==> src/design/bcum_pkg.sv <==
// ----------------------------------------------------------------------------
// bcum_pkg
// Shared codes, constants and the job record for the bus-control master.
// ----------------------------------------------------------------------------
package bcum_pkg;

  localparam int HEADER_BYTES = 8;
  localparam int POS_W        = 11;
  localparam logic [POS_W-1:0] POS_CAP = 11'd2047;

  // input commands
  localparam logic [1:0] CMD_START   = 2'd0;
  localparam logic [1:0] CMD_WRITE   = 2'd1;
  localparam logic [1:0] CMD_REPLY   = 2'd2;
  localparam logic [1:0] CMD_TIMEOUT = 2'd3;

  // result kinds
  localparam logic [1:0] KIND_TX     = 2'd0;
  localparam logic [1:0] KIND_RX     = 2'd1;
  localparam logic [1:0] KIND_STATUS = 2'd2;

  // status codes
  localparam logic [3:0] ST_OK       = 4'd0;
  localparam logic [3:0] ST_SHORT    = 4'd1;
  localparam logic [3:0] ST_VERSION  = 4'd2;
  localparam logic [3:0] ST_BUS_ERR  = 4'd3;
  localparam logic [3:0] ST_FLAG     = 4'd4;
  localparam logic [3:0] ST_ID       = 4'd5;
  localparam logic [3:0] ST_LENGTH   = 4'd6;
  localparam logic [3:0] ST_ADDRESS  = 4'd7;
  localparam logic [3:0] ST_FRAME    = 4'd8;
  localparam logic [3:0] ST_TIMEOUT  = 4'd9;

  // actions
  localparam logic [1:0] ACT_DONE    = 2'd0;
  localparam logic [1:0] ACT_RETRY   = 2'd1;
  localparam logic [1:0] ACT_GIVE_UP = 2'd2;

  // header bytes
  localparam logic [7:0] VERSION_BYTE = 8'hFF;
  localparam logic [7:0] FLAG_READ    = 8'hC0;
  localparam logic [7:0] FLAG_WRITE   = 8'h80;
  localparam logic [7:0] FLAG_REPLY   = 8'h08;
  localparam logic [7:0] FLAG_BUS_ERR = 8'h01;

  localparam logic [2:0] MAX_ATTEMPTS_RESET = 3'd3;

  // one unit of work handed from the front to the back
  typedef struct packed {
    logic        hdr;         // emit the request header
    logic        data_valid;  // emit one byte result
    logic [1:0]  data_kind;
    logic [7:0]  data_byte;
    logic        stat_valid;  // emit one status result
    logic [3:0]  status;
    logic [1:0]  action;
    logic        is_read;     // header fields
    logic [7:0]  id;
    logic [7:0]  length;
    logic [31:0] address;
  } job_t;

endpackage

==> src/design/bcum_queue.sv <==
// ----------------------------------------------------------------------------
// bcum_queue
// Small job FIFO between the classifying front and the emitting back.
// ----------------------------------------------------------------------------
module bcum_queue #(
  parameter int DEPTH = 4
) (
  input  logic            clk,
  input  logic            rst,
  input  logic            push,
  input  bcum_pkg::job_t  push_job,
  output logic            full,
  input  logic            pop,
  output logic            head_valid,
  output bcum_pkg::job_t  head_job
);

  localparam int PTR_W = (DEPTH > 1) ? $clog2(DEPTH) : 1;
  localparam int CNT_W = $clog2(DEPTH + 1);
  localparam logic [PTR_W-1:0] PTR_LAST = PTR_W'(DEPTH - 1);
  localparam logic [CNT_W-1:0] CNT_FULL = CNT_W'(DEPTH);

  bcum_pkg::job_t   slots [DEPTH];
  logic [PTR_W-1:0] wr_ptr;
  logic [PTR_W-1:0] rd_ptr;
  logic [CNT_W-1:0] count;

  assign full       = (count == CNT_FULL);
  assign head_valid = (count != '0);
  assign head_job   = slots[rd_ptr];

  always_ff @(posedge clk) begin
    if (push) begin
      slots[wr_ptr] <= push_job;
    end
  end

  always_ff @(posedge clk) begin
    if (rst) begin
      wr_ptr <= '0;
      rd_ptr <= '0;
      count  <= '0;
    end else begin
      if (push) begin
        wr_ptr <= (wr_ptr == PTR_LAST) ? '0 : wr_ptr + 1'b1;
      end
      if (pop) begin
        rd_ptr <= (rd_ptr == PTR_LAST) ? '0 : rd_ptr + 1'b1;
      end
      if (push && !pop) begin
        count <= count + 1'b1;
      end else if (pop && !push) begin
        count <= count - 1'b1;
      end
    end
  end

endmodule

==> src/design/bcum_front.sv <==
// ----------------------------------------------------------------------------
// bcum_front
// Accept input transfers, check reply bytes, keep the exchange state and
// queue the results each transfer causes as one job.
// ----------------------------------------------------------------------------
module bcum_front #(
  parameter int RX_LIMIT = 2048
) (
  input  logic                clk,
  input  logic                rst,
  input  logic                in_valid,
  output logic                in_stall,
  input  logic [1:0]          cmd,
  input  logic                is_read,
  input  logic [31:0]         bus_address,
  input  logic [7:0]          byte_count,
  input  logic [7:0]          data_byte,
  input  logic                last,
  input  logic                cfg_we,
  input  logic [2:0]          cfg_wdata,
  input  logic                full,
  output logic                push,
  output bcum_pkg::job_t      push_job
);

  localparam int POS_W    = bcum_pkg::POS_W;
  localparam int POS_STOP = (RX_LIMIT < 2047) ? RX_LIMIT : 2047;
  localparam logic [POS_W-1:0] POS_LIMIT = POS_W'(POS_STOP);
  localparam logic [POS_W-1:0] HDR_LEN   = POS_W'(bcum_pkg::HEADER_BYTES);

  logic [2:0]       max_attempts;
  logic [7:0]       transaction_id;
  logic             expect_read;
  logic [7:0]       expect_length;
  logic [31:0]      expect_address;
  logic [POS_W-1:0] reply_position;
  logic [3:0]       first_error;
  logic [2:0]       attempts_used;

  logic             accept;
  logic [7:0]       want_flag;
  logic             take;
  logic [3:0]       hdr_err;
  logic [3:0]       first_error_next;
  logic [POS_W-1:0] reply_position_next;
  logic [3:0]       close_status;
  logic             closing;
  logic [3:0]       used;
  logic             give_up;
  logic [1:0]       close_action;

  assign in_stall  = full;
  assign accept    = in_valid && !in_stall;
  assign want_flag = (expect_read ? bcum_pkg::FLAG_READ : bcum_pkg::FLAG_WRITE)
                     | bcum_pkg::FLAG_REPLY;
  assign take      = (reply_position < POS_LIMIT);

  // header check of one reply byte
  always_comb begin
    hdr_err = bcum_pkg::ST_OK;
    if (reply_position < HDR_LEN) begin
      case (reply_position[2:0])
        3'd0: if (data_byte != bcum_pkg::VERSION_BYTE) hdr_err = bcum_pkg::ST_VERSION;
        3'd1: if (data_byte != want_flag) begin
          hdr_err = ((data_byte & bcum_pkg::FLAG_BUS_ERR) != 8'd0) ?
                    bcum_pkg::ST_BUS_ERR : bcum_pkg::ST_FLAG;
        end
        3'd2: if (data_byte != transaction_id) hdr_err = bcum_pkg::ST_ID;
        3'd3: if (data_byte != expect_length) hdr_err = bcum_pkg::ST_LENGTH;
        3'd4: if (data_byte != expect_address[31:24]) hdr_err = bcum_pkg::ST_ADDRESS;
        3'd5: if (data_byte != expect_address[23:16]) hdr_err = bcum_pkg::ST_ADDRESS;
        3'd6: if (data_byte != expect_address[15:8]) hdr_err = bcum_pkg::ST_ADDRESS;
        3'd7: if (data_byte != expect_address[7:0]) hdr_err = bcum_pkg::ST_ADDRESS;
        default: hdr_err = bcum_pkg::ST_OK;
      endcase
    end
  end

  always_comb begin
    first_error_next    = first_error;
    reply_position_next = reply_position;
    if (take) begin
      reply_position_next = reply_position + 1'b1;
      if (first_error == bcum_pkg::ST_OK) begin
        first_error_next = hdr_err;
      end
    end
  end

  // status that closes an attempt
  always_comb begin
    if (cmd == bcum_pkg::CMD_TIMEOUT) begin
      close_status = bcum_pkg::ST_TIMEOUT;
    end else if (reply_position_next < HDR_LEN) begin
      close_status = bcum_pkg::ST_SHORT;
    end else if (first_error_next != bcum_pkg::ST_OK) begin
      close_status = first_error_next;
    end else if (reply_position_next != ({3'd0, expect_length} + HDR_LEN)) begin
      close_status = bcum_pkg::ST_FRAME;
    end else begin
      close_status = bcum_pkg::ST_OK;
    end
  end

  assign closing = (cmd == bcum_pkg::CMD_TIMEOUT) || ((cmd == bcum_pkg::CMD_REPLY) && last);
  assign used    = {1'b0, attempts_used} + 4'd1;
  assign give_up = (used >= {1'b0, max_attempts});

  always_comb begin
    if (close_status == bcum_pkg::ST_OK) begin
      close_action = bcum_pkg::ACT_DONE;
    end else if (give_up) begin
      close_action = bcum_pkg::ACT_GIVE_UP;
    end else begin
      close_action = bcum_pkg::ACT_RETRY;
    end
  end

  // build the job
  always_comb begin
    push_job            = '0;
    push_job.is_read    = is_read;
    push_job.id         = transaction_id;
    push_job.length     = byte_count;
    push_job.address    = bus_address;
    push_job.data_byte  = data_byte;
    push_job.status     = close_status;
    push_job.action     = close_action;
    push_job.stat_valid = closing;
    case (cmd)
      bcum_pkg::CMD_START: begin
        push_job.hdr = 1'b1;
      end
      bcum_pkg::CMD_WRITE: begin
        push_job.data_valid = 1'b1;
        push_job.data_kind  = bcum_pkg::KIND_TX;
      end
      bcum_pkg::CMD_REPLY: begin
        push_job.data_valid = take && (reply_position >= HDR_LEN) && expect_read;
        push_job.data_kind  = bcum_pkg::KIND_RX;
      end
      default: begin
        push_job.data_valid = 1'b0;
      end
    endcase
  end

  // drop reply bytes that cause no result
  assign push = accept && (push_job.hdr || push_job.data_valid || push_job.stat_valid);

  always_ff @(posedge clk) begin
    if (rst) begin
      max_attempts   <= bcum_pkg::MAX_ATTEMPTS_RESET;
      transaction_id <= '0;
      expect_read    <= 1'b0;
      expect_length  <= '0;
      expect_address <= '0;
      reply_position <= '0;
      first_error    <= bcum_pkg::ST_OK;
      attempts_used  <= '0;
    end else begin
      if (cfg_we) begin
        max_attempts <= cfg_wdata;
      end
      if (accept) begin
        if (cmd == bcum_pkg::CMD_START) begin
          expect_read    <= is_read;
          expect_length  <= byte_count;
          expect_address <= bus_address;
          reply_position <= '0;
          first_error    <= bcum_pkg::ST_OK;
        end else if (closing) begin
          transaction_id <= transaction_id + 8'd1;
          reply_position <= '0;
          first_error    <= bcum_pkg::ST_OK;
          if (close_status == bcum_pkg::ST_OK || give_up) begin
            attempts_used <= '0;
          end else begin
            attempts_used <= used[2:0];
          end
        end else if (cmd == bcum_pkg::CMD_REPLY) begin
          reply_position <= reply_position_next;
          first_error    <= first_error_next;
        end
      end
    end
  end

endmodule

==> src/design/bcum_back.sv <==
// ----------------------------------------------------------------------------
// bcum_back
// Pop jobs and emit their results through the output register.
// ----------------------------------------------------------------------------
module bcum_back (
  input  logic            clk,
  input  logic            rst,
  input  logic            job_valid,
  input  bcum_pkg::job_t  job,
  output logic            pop,
  output logic            out_valid,
  input  logic            out_stall,
  output logic [1:0]      kind,
  output logic [7:0]      out_byte,
  output logic            end_of_run,
  output logic [3:0]      status,
  output logic [1:0]      action
);

  logic [2:0] hdr_idx;
  logic       phase;      // set once the data byte of a reply job is out
  logic       load;
  logic [7:0] hdr_byte;
  logic [1:0] res_kind;
  logic [7:0] res_byte;
  logic       res_eor;
  logic [3:0] res_status;
  logic [1:0] res_action;
  logic       job_done;

  assign load = !out_valid || !out_stall;

  always_comb begin
    case (hdr_idx)
      3'd0:    hdr_byte = bcum_pkg::VERSION_BYTE;
      3'd1:    hdr_byte = job.is_read ? bcum_pkg::FLAG_READ : bcum_pkg::FLAG_WRITE;
      3'd2:    hdr_byte = job.id;
      3'd3:    hdr_byte = job.length;
      3'd4:    hdr_byte = job.address[31:24];
      3'd5:    hdr_byte = job.address[23:16];
      3'd6:    hdr_byte = job.address[15:8];
      default: hdr_byte = job.address[7:0];
    endcase
  end

  always_comb begin
    res_status = bcum_pkg::ST_OK;
    res_action = bcum_pkg::ACT_DONE;
    if (job.hdr) begin
      res_kind = bcum_pkg::KIND_TX;
      res_byte = hdr_byte;
      res_eor  = (hdr_idx == 3'd7);
      job_done = res_eor;
    end else if (job.data_valid && !phase) begin
      res_kind = job.data_kind;
      res_byte = job.data_byte;
      res_eor  = !job.stat_valid;
      job_done = !job.stat_valid;
    end else begin
      res_kind   = bcum_pkg::KIND_STATUS;
      res_byte   = 8'd0;
      res_eor    = 1'b1;
      res_status = job.status;
      res_action = job.action;
      job_done   = 1'b1;
    end
  end

  assign pop = load && job_valid && job_done;

  always_ff @(posedge clk) begin
    if (load && job_valid) begin
      kind       <= res_kind;
      out_byte   <= res_byte;
      end_of_run <= res_eor;
      status     <= res_status;
      action     <= res_action;
    end
  end

  always_ff @(posedge clk) begin
    if (rst) begin
      out_valid <= 1'b0;
      hdr_idx   <= '0;
      phase     <= 1'b0;
    end else if (load) begin
      out_valid <= job_valid;
      if (job_valid) begin
        if (job_done) begin
          hdr_idx <= '0;
          phase   <= 1'b0;
        end else if (job.hdr) begin
          hdr_idx <= hdr_idx + 3'd1;
        end else begin
          phase <= 1'b1;
        end
      end
    end
  end

endmodule

==> src/design/bus_control_udp_master.sv <==
// ----------------------------------------------------------------------------
// bus_control_udp_master
// Master side of a remote bus-control exchange: header out, reply checked.
// ----------------------------------------------------------------------------
// The first result of a transfer passes the job queue, then the output register.
// Throughput: one input transfer per cycle while the job queue has room; the
//   back emits one result per cycle while the output is not stalled, so a start
//   gives eight header results and a closing reply byte with data gives two.
// Reset (rst, synchronous): clears the exchange state, empties the queue and
//   sets max_attempts to 3.
module bus_control_udp_master #(
  parameter int RX_LIMIT    = 2048,
  parameter int QUEUE_DEPTH = 4
) (
  input  logic        clk,
  input  logic        rst,
  // configuration: max_attempts
  input  logic        cfg_we,
  input  logic [2:0]  cfg_wdata,
  // input channel
  input  logic        in_valid,
  output logic        in_stall,
  input  logic [1:0]  cmd,
  input  logic        is_read,
  input  logic [31:0] bus_address,
  input  logic [7:0]  byte_count,
  input  logic [7:0]  data_byte,
  input  logic        last,
  // result channel
  output logic        out_valid,
  input  logic        out_stall,
  output logic [1:0]  kind,
  output logic [7:0]  out_byte,
  output logic        end_of_run,
  output logic [3:0]  status,
  output logic [1:0]  action
);

  logic           push;
  bcum_pkg::job_t push_job;
  logic           full;
  logic           pop;
  logic           head_valid;
  bcum_pkg::job_t head_job;

  // Front: take each transfer, check reply bytes in order, update the id,
  // expectations and attempt count, and turn the transfer into at most one job.
  bcum_front #(
    .RX_LIMIT (RX_LIMIT)
  ) u_front (
    .clk         (clk),
    .rst         (rst),
    .in_valid    (in_valid),
    .in_stall    (in_stall),
    .cmd         (cmd),
    .is_read     (is_read),
    .bus_address (bus_address),
    .byte_count  (byte_count),
    .data_byte   (data_byte),
    .last        (last),
    .cfg_we      (cfg_we),
    .cfg_wdata   (cfg_wdata),
    .full        (full),
    .push        (push),
    .push_job    (push_job)
  );

  // Queue: hold jobs so reply checking keeps going while a header drains.
  bcum_queue #(
    .DEPTH (QUEUE_DEPTH)
  ) u_queue (
    .clk        (clk),
    .rst        (rst),
    .push       (push),
    .push_job   (push_job),
    .full       (full),
    .pop        (pop),
    .head_valid (head_valid),
    .head_job   (head_job)
  );

  // Back: expand each job into its results, one per cycle while the output is
  // not stalled, into the output register.
  bcum_back u_back (
    .clk        (clk),
    .rst        (rst),
    .job_valid  (head_valid),
    .job        (head_job),
    .pop        (pop),
    .out_valid  (out_valid),
    .out_stall  (out_stall),
    .kind       (kind),
    .out_byte   (out_byte),
    .end_of_run (end_of_run),
    .status     (status),
    .action     (action)
  );

endmodule

==> config.mk <==
export PLATFORM = sky130hd
export DESIGN_NAME = bus_control_udp_master
export DESIGN_NICKNAME = d
export VERILOG_FILES = /design/src/design/bcum_pkg.sv /design/src/design/bcum_queue.sv /design/src/design/bcum_front.sv /design/src/design/bcum_back.sv /design/src/design/bus_control_udp_master.sv
export SDC_FILE = /design/constraint.sdc
export NUM_CORES = 1
export LEC_CHECK = 0
export BUFFER_PORTS_ARGS = -buffer_cell sky130_fd_sc_hd__buf_2
export CORE_UTILIZATION = 24
export CTS_CLUSTER_SIZE = 14
export DETAILED_ROUTE_END_ITERATION = 8
export PLACE_DENSITY = 0.5
export SLEW_MARGIN = 20
export SYNTH_ARGS = -nofsm -noshare
export SYNTH_HDL_FRONTEND = slang
export SYNTH_HIERARCHICAL = 1
export SYNTH_SLANG_ARGS = --single-unit
export TNS_END_PERCENT = 30
==> constraint.sdc <==
create_clock -name clk -period 3.59 [get_ports clk]
set_input_delay 0.718 -clock clk [delete_from_list [all_inputs] [get_ports clk]]
set_output_delay 0.718 -clock clk [all_outputs]
set_load 0.05 [all_outputs]
==> results.md <==
- The met3 layer wire length in the routed design is 2439 um.
- The type of the worst setup path is reg2reg.
- The largest fanout on the critical path is 15.
- Grouping stages by cell kind, the critical path spends the most delay in compound AO/OA/AOI/OAI gates.
- The number of flops mapped to enable cells by yosys is 289.
- The kind of start point of the critical path is a flip-flop.
- Synthesis produced a netlist whose cell count is 1171.
- At the end of routability-driven placement, the weighted congestion stood at 0.7941.
- The maximum achievable frequency is 315.2 MHz.
- The total area inside the core boundary comes to 67510 sq um.
- The count of endpoints failing hold in the final timing report is 0.
- The count of different cell masters after synthesis is 75.
- Counting every sink on the clock net gives 373.
- The final critical path time including I/O delays and setup is 3.173 ns.
- The leakage component of the power is 6.152 nW.
- The net switching share of the total power is 0.3012.
- The completed layout was analyzed and its total power is 12.31 mW.
- Of the total power, combinational logic draws 0.237.
- The highest-delay cell along the critical path is sky130_fd_sc_hd__dfxtp_1.
- TritonCTS created 41 clock buffers.
- The initial utilization of the core area, before any placement, comes to 0.2442.
- Global routing finished with a remaining overflow of 0.
- Once detail routing completed, the nets flagged for antenna violations numbered 0.
- Of the total synthesized cell area, the portion taken by XOR and XNOR cells is 0.03293.
- The max-slew violation total from the final report is 0.
- The via count of the first global-routing pass is 10030.
- The synthesized area per cell is 14.08 sq um.
- The total internal power is 8.600 mW.
- The post-route clock period utilization is 0.8838.
- The cell sitting at the root of the clock tree is a sky130_fd_sc_hd__clkbuf_16.
- The run finished with clean final reports.
- The overall routing resource usage is 0.1250.
- The area growth from synthesis to final layout is 14.99%.
- Counting the fill cells in the layout gives 6838.
- The post-CTS setup-driven buffer insertion count is 0.
- For this block, the routed nets add up to 43440 um of wire.
- The post-layout utilization of the core is 0.2808.
- TritonCTS built the clock tree.
- In this run the worst hold path is classified as in2reg.
- The transition time at the pin with the least slew margin is 1.048 ns.
- In this design, the stage delay of the slowest critical-path cell is 0.64 ns.
- Hold timing on the final database bottoms out at a slack of 0.3872 ns.
- In this run the number of H-tree levels came out at 2.
- The tool flagged a number of max-cap violations equal to 0.
- The power density over the cells is 649.1 nW/um^2.
- The largest net degree at the start of global routing is 49.
- The detailed-router iteration count before antenna repair is 5.
- Setup violations remaining at the end of the flow were counted as 0.
- The total of hold buffers inserted after clock tree synthesis is 0.
- The buffer and inverter count on the worst path is 1.
- The endpoint kind of the worst setup timing path is a flip-flop.
- For this design the total switching power over the nets is 3.706 mW.
- The number of antenna violations at the first check in global routing came to 9.
- The count of state elements after synthesis is 373.
- The synthesized-area fraction occupied by and/or/nand/nor cells is 0.09015.
- The non-filler instance count after layout is 2123.
- The final layout contains 1308 nets.
- The share of flip-flops with an asynchronous set or reset after synthesis is 0.
- Setup repair after global routing left no endpoint under its margin.
- The met1 layer wirelength in the final routing is 18910 um.
- The share of power burned in the clock network is 0.338.
- The highest ir drop seen on vdd is 0.2918 mV.
- In this run, placement finished with an instance count of 2049.
- The remaining routing DRC violations is 0.
- The die area is 69750 sq um.
- The detailed-route wire length per cell is 20.46 um.
- In this run, post-CTS repair resized a total of 0 instances.
- In this run the tightest slew margin relative to its limit is 0.2960.
- After synthesis the cells add up to 16490 sq um.
- The clock transition at the register clock pins on the worst setup and hold paths after CTS is 0.06 ns.
- The signal on the critical path passes through nand2_1 > o41ai_1 > xor2_1 > or4_4 > a211o_1 > a31o_1 > a21oi_2 > o31ai_1 > buf_4.
- The fraction of the mapped netlist area in compound gates came to 0.07186.
- The warning count from the yosys run is 6.
- The most common cell after layout, fill and taps aside is sky130_fd_sc_hd__edfxtp_1.
- The adder-cell share of the synthesized area is 0.02246.
- The number of DRC markers after the initial detailed-route iteration is 555.
- After synthesis, the share of cell area in mux cells is 0.09956.
- The clock reaches the later pin of the worst-skew pair after 0.56 ns.
- The worst setup skew after layout is 0.01584 ns.
- In the routed layout, each cell is associated on average with a via count of 4.604.
- The horizontal die dimension is 264.1 um.
- The count of buffers added on input and output ports is 78.
- The leading register cell type out of synthesis is sky130_fd_sc_hd__edfxtp_1.
- The dominant combinational cell family by area after synthesis is multiplexers.
- The post-synthesis net count is 1260.
- Of the synthesized area, sequential elements account for 0.6283.
- The critical path arrival is 3.48 ns.
- 79 I/O pins were placed.
- The required time of the worst setup path is 3.90 ns.
- The global-route wire length before repair is 65350 um.
- Of the cells placed in the final design, the portion with a size suffix greater than 1 is 0.2242.
- The vertical die dimension is 264.1 um.
- Counting along the longest clock path gives a buffer depth of 3.
- Summing over every cut layer, the via total after detailed routing is 9775.
- The post-detailed-placement half-perimeter wirelength is 29400 um.
- Summed over all nets, wire length on met2 after detailed routing comes to 20900 um.
- The power share of the sequential group is 0.424.
- The top cell types in the final layout, fill and taps aside, are 289 x sky130_fd_sc_hd__edfxtp_1, 122 x sky130_fd_sc_hd__nand2_1, 86 x sky130_fd_sc_hd__a21oi_1.
- The row count is 95.
- The highest metal layer carrying signal wires in the routed design is met5.
==> registers in the layout (all words and copies together) (netlist names), 2 cells and up, named ones only <==
name and count:
u_back/kind 2, u_front/transaction_id 8, u_back/out_byte 8, u_queue/wr_ptr 2, u_front/reply_position 11, u_front/expect_length 8, u_back/action 2, u_queue/rd_ptr 2
u_back/status 4, u_back/hdr_idx 3, u_front/max_attempts 3, u_queue/slots 272, u_front/attempts_used 3, u_front/expect_address 32, u_front/first_error 4, u_queue/count 3
==> worst register-to-register path, cell delays in order, from the launching register on <==
cell	delay (ns)
sky130_fd_sc_hd__dfxtp_1	0.64
sky130_fd_sc_hd__nand2_1	0.24
sky130_fd_sc_hd__o41ai_1	0.59
sky130_fd_sc_hd__xor2_1	0.12
sky130_fd_sc_hd__or4_4	0.56
sky130_fd_sc_hd__a211o_1	0.25
sky130_fd_sc_hd__a31o_1	0.19
sky130_fd_sc_hd__a21oi_2	0.10
sky130_fd_sc_hd__o31ai_1	0.07
sky130_fd_sc_hd__buf_4	0.16
==> final cells by class <==
type,count,area [sq um],area share
Antenna cell,1,2.502,0.0001320
Inverter,28,105.1,0.005543
Clock buffer,56,1144,0.06031
Timing Repair Buffer,124,823.3,0.04342
Tap cell,873,1092,0.05761
Multi-Input combinational cell,651,5251,0.2770
Clock inverter,17,175.2,0.009238
Sequential cell,373,10370,0.5468
==> final timing paths <==
check / startpoint / to / slack (ns) / cells after the start
worst max register to register: u_front/reply_position[7] / u_queue/slots[0][54] / 0.42 / 9
worst max-delay path: u_front/reply_position[7] / u_queue/slots[0][54] / 0.42 / 9
worst min register to register: u_front/expect_address[5] / u_front/expect_address[5] / 0.47 / 2
worst min-delay path: cfg_wdata[0] / u_front/max_attempts[0] / 0.39 / 3
==> per-stage QoR <==
stage               area, sq um  worst slack (ns)  setup TNS, ns
floorplan                 16490          -0.02345         -3.180
finish                    18960            0.4172              0
global placement          17640            0.3272              0
CTS                       18960            0.4052              0
detailed placement        17640            0.2718              0
global route              18960            0.1455              0
==> power by group through the flow <==
stage | logic, mW | clock network [mW] | registers, mW
after CTS | 2.99 | 4.29 | 5.23
after global routing | 3.14 | 4.44 | 5.26
final | 2.92 | 4.16 | 5.22
after floorplan | 1.73 | 0 | 5.64
after detailed placement | 2.98 | 0 | 5.32
after global placement | 2.97 | 0 | 5.31
==> kinds of logic (layout without fill, tap and decap cells) <==
family	after synthesis	count (layout)
adders and majority gates	29	29
AOI/OAI and AO/OA	186	186
DFF	373	373
and+or+nand+nor	294	294
other	1	2
buffers and inverters	147	225
muxes	79	79
xor gates and xnor gates	62	62
==> synth_stat cells, types with 8 or more instances <==
cell type	n	area, sq um
sky130_fd_sc_hd__a211oi_1	9	67.56
sky130_fd_sc_hd__o21ai_0	17	85.08
sky130_fd_sc_hd__xor2_1	10	87.58
sky130_fd_sc_hd__nand2_1	122	457.9
sky130_fd_sc_hd__xnor2_1	52	455.4
sky130_fd_sc_hd__nor3_1	19	95.09
sky130_fd_sc_hd__inv_1	28	105.1
sky130_fd_sc_hd__clkbuf_1	38	142.6
sky130_fd_sc_hd__buf_6	8	90.09
sky130_fd_sc_hd__mux2i_1	11	110.1
sky130_fd_sc_hd__nand3_1	19	95.09
sky130_fd_sc_hd__and2_1	15	93.84
sky130_fd_sc_hd__edfxtp_1	289	8678
sky130_fd_sc_hd__buf_4	57	427.9
sky130_fd_sc_hd__nor2_1	36	135.1
sky130_fd_sc_hd__nand4_1	26	162.7
sky130_fd_sc_hd__o211ai_1	9	67.56
sky130_fd_sc_hd__ha_1	28	350.3
sky130_fd_sc_hd__a21oi_1	86	430.4
sky130_fd_sc_hd__buf_2	8	40.04
sky130_fd_sc_hd__nand2b_1	8	50.05
sky130_fd_sc_hd__mux4_2	68	1531
sky130_fd_sc_hd__dfxtp_1	84	1682
==> routing by layer <==
metal,global-route usage,up-vias
li1,-,4477
met1,0.1635,4931
met2,0.2071,283
met3,0.02470,72
met4,0.03960,12
met5,0,-
Power figures use the tool's default switching activity.
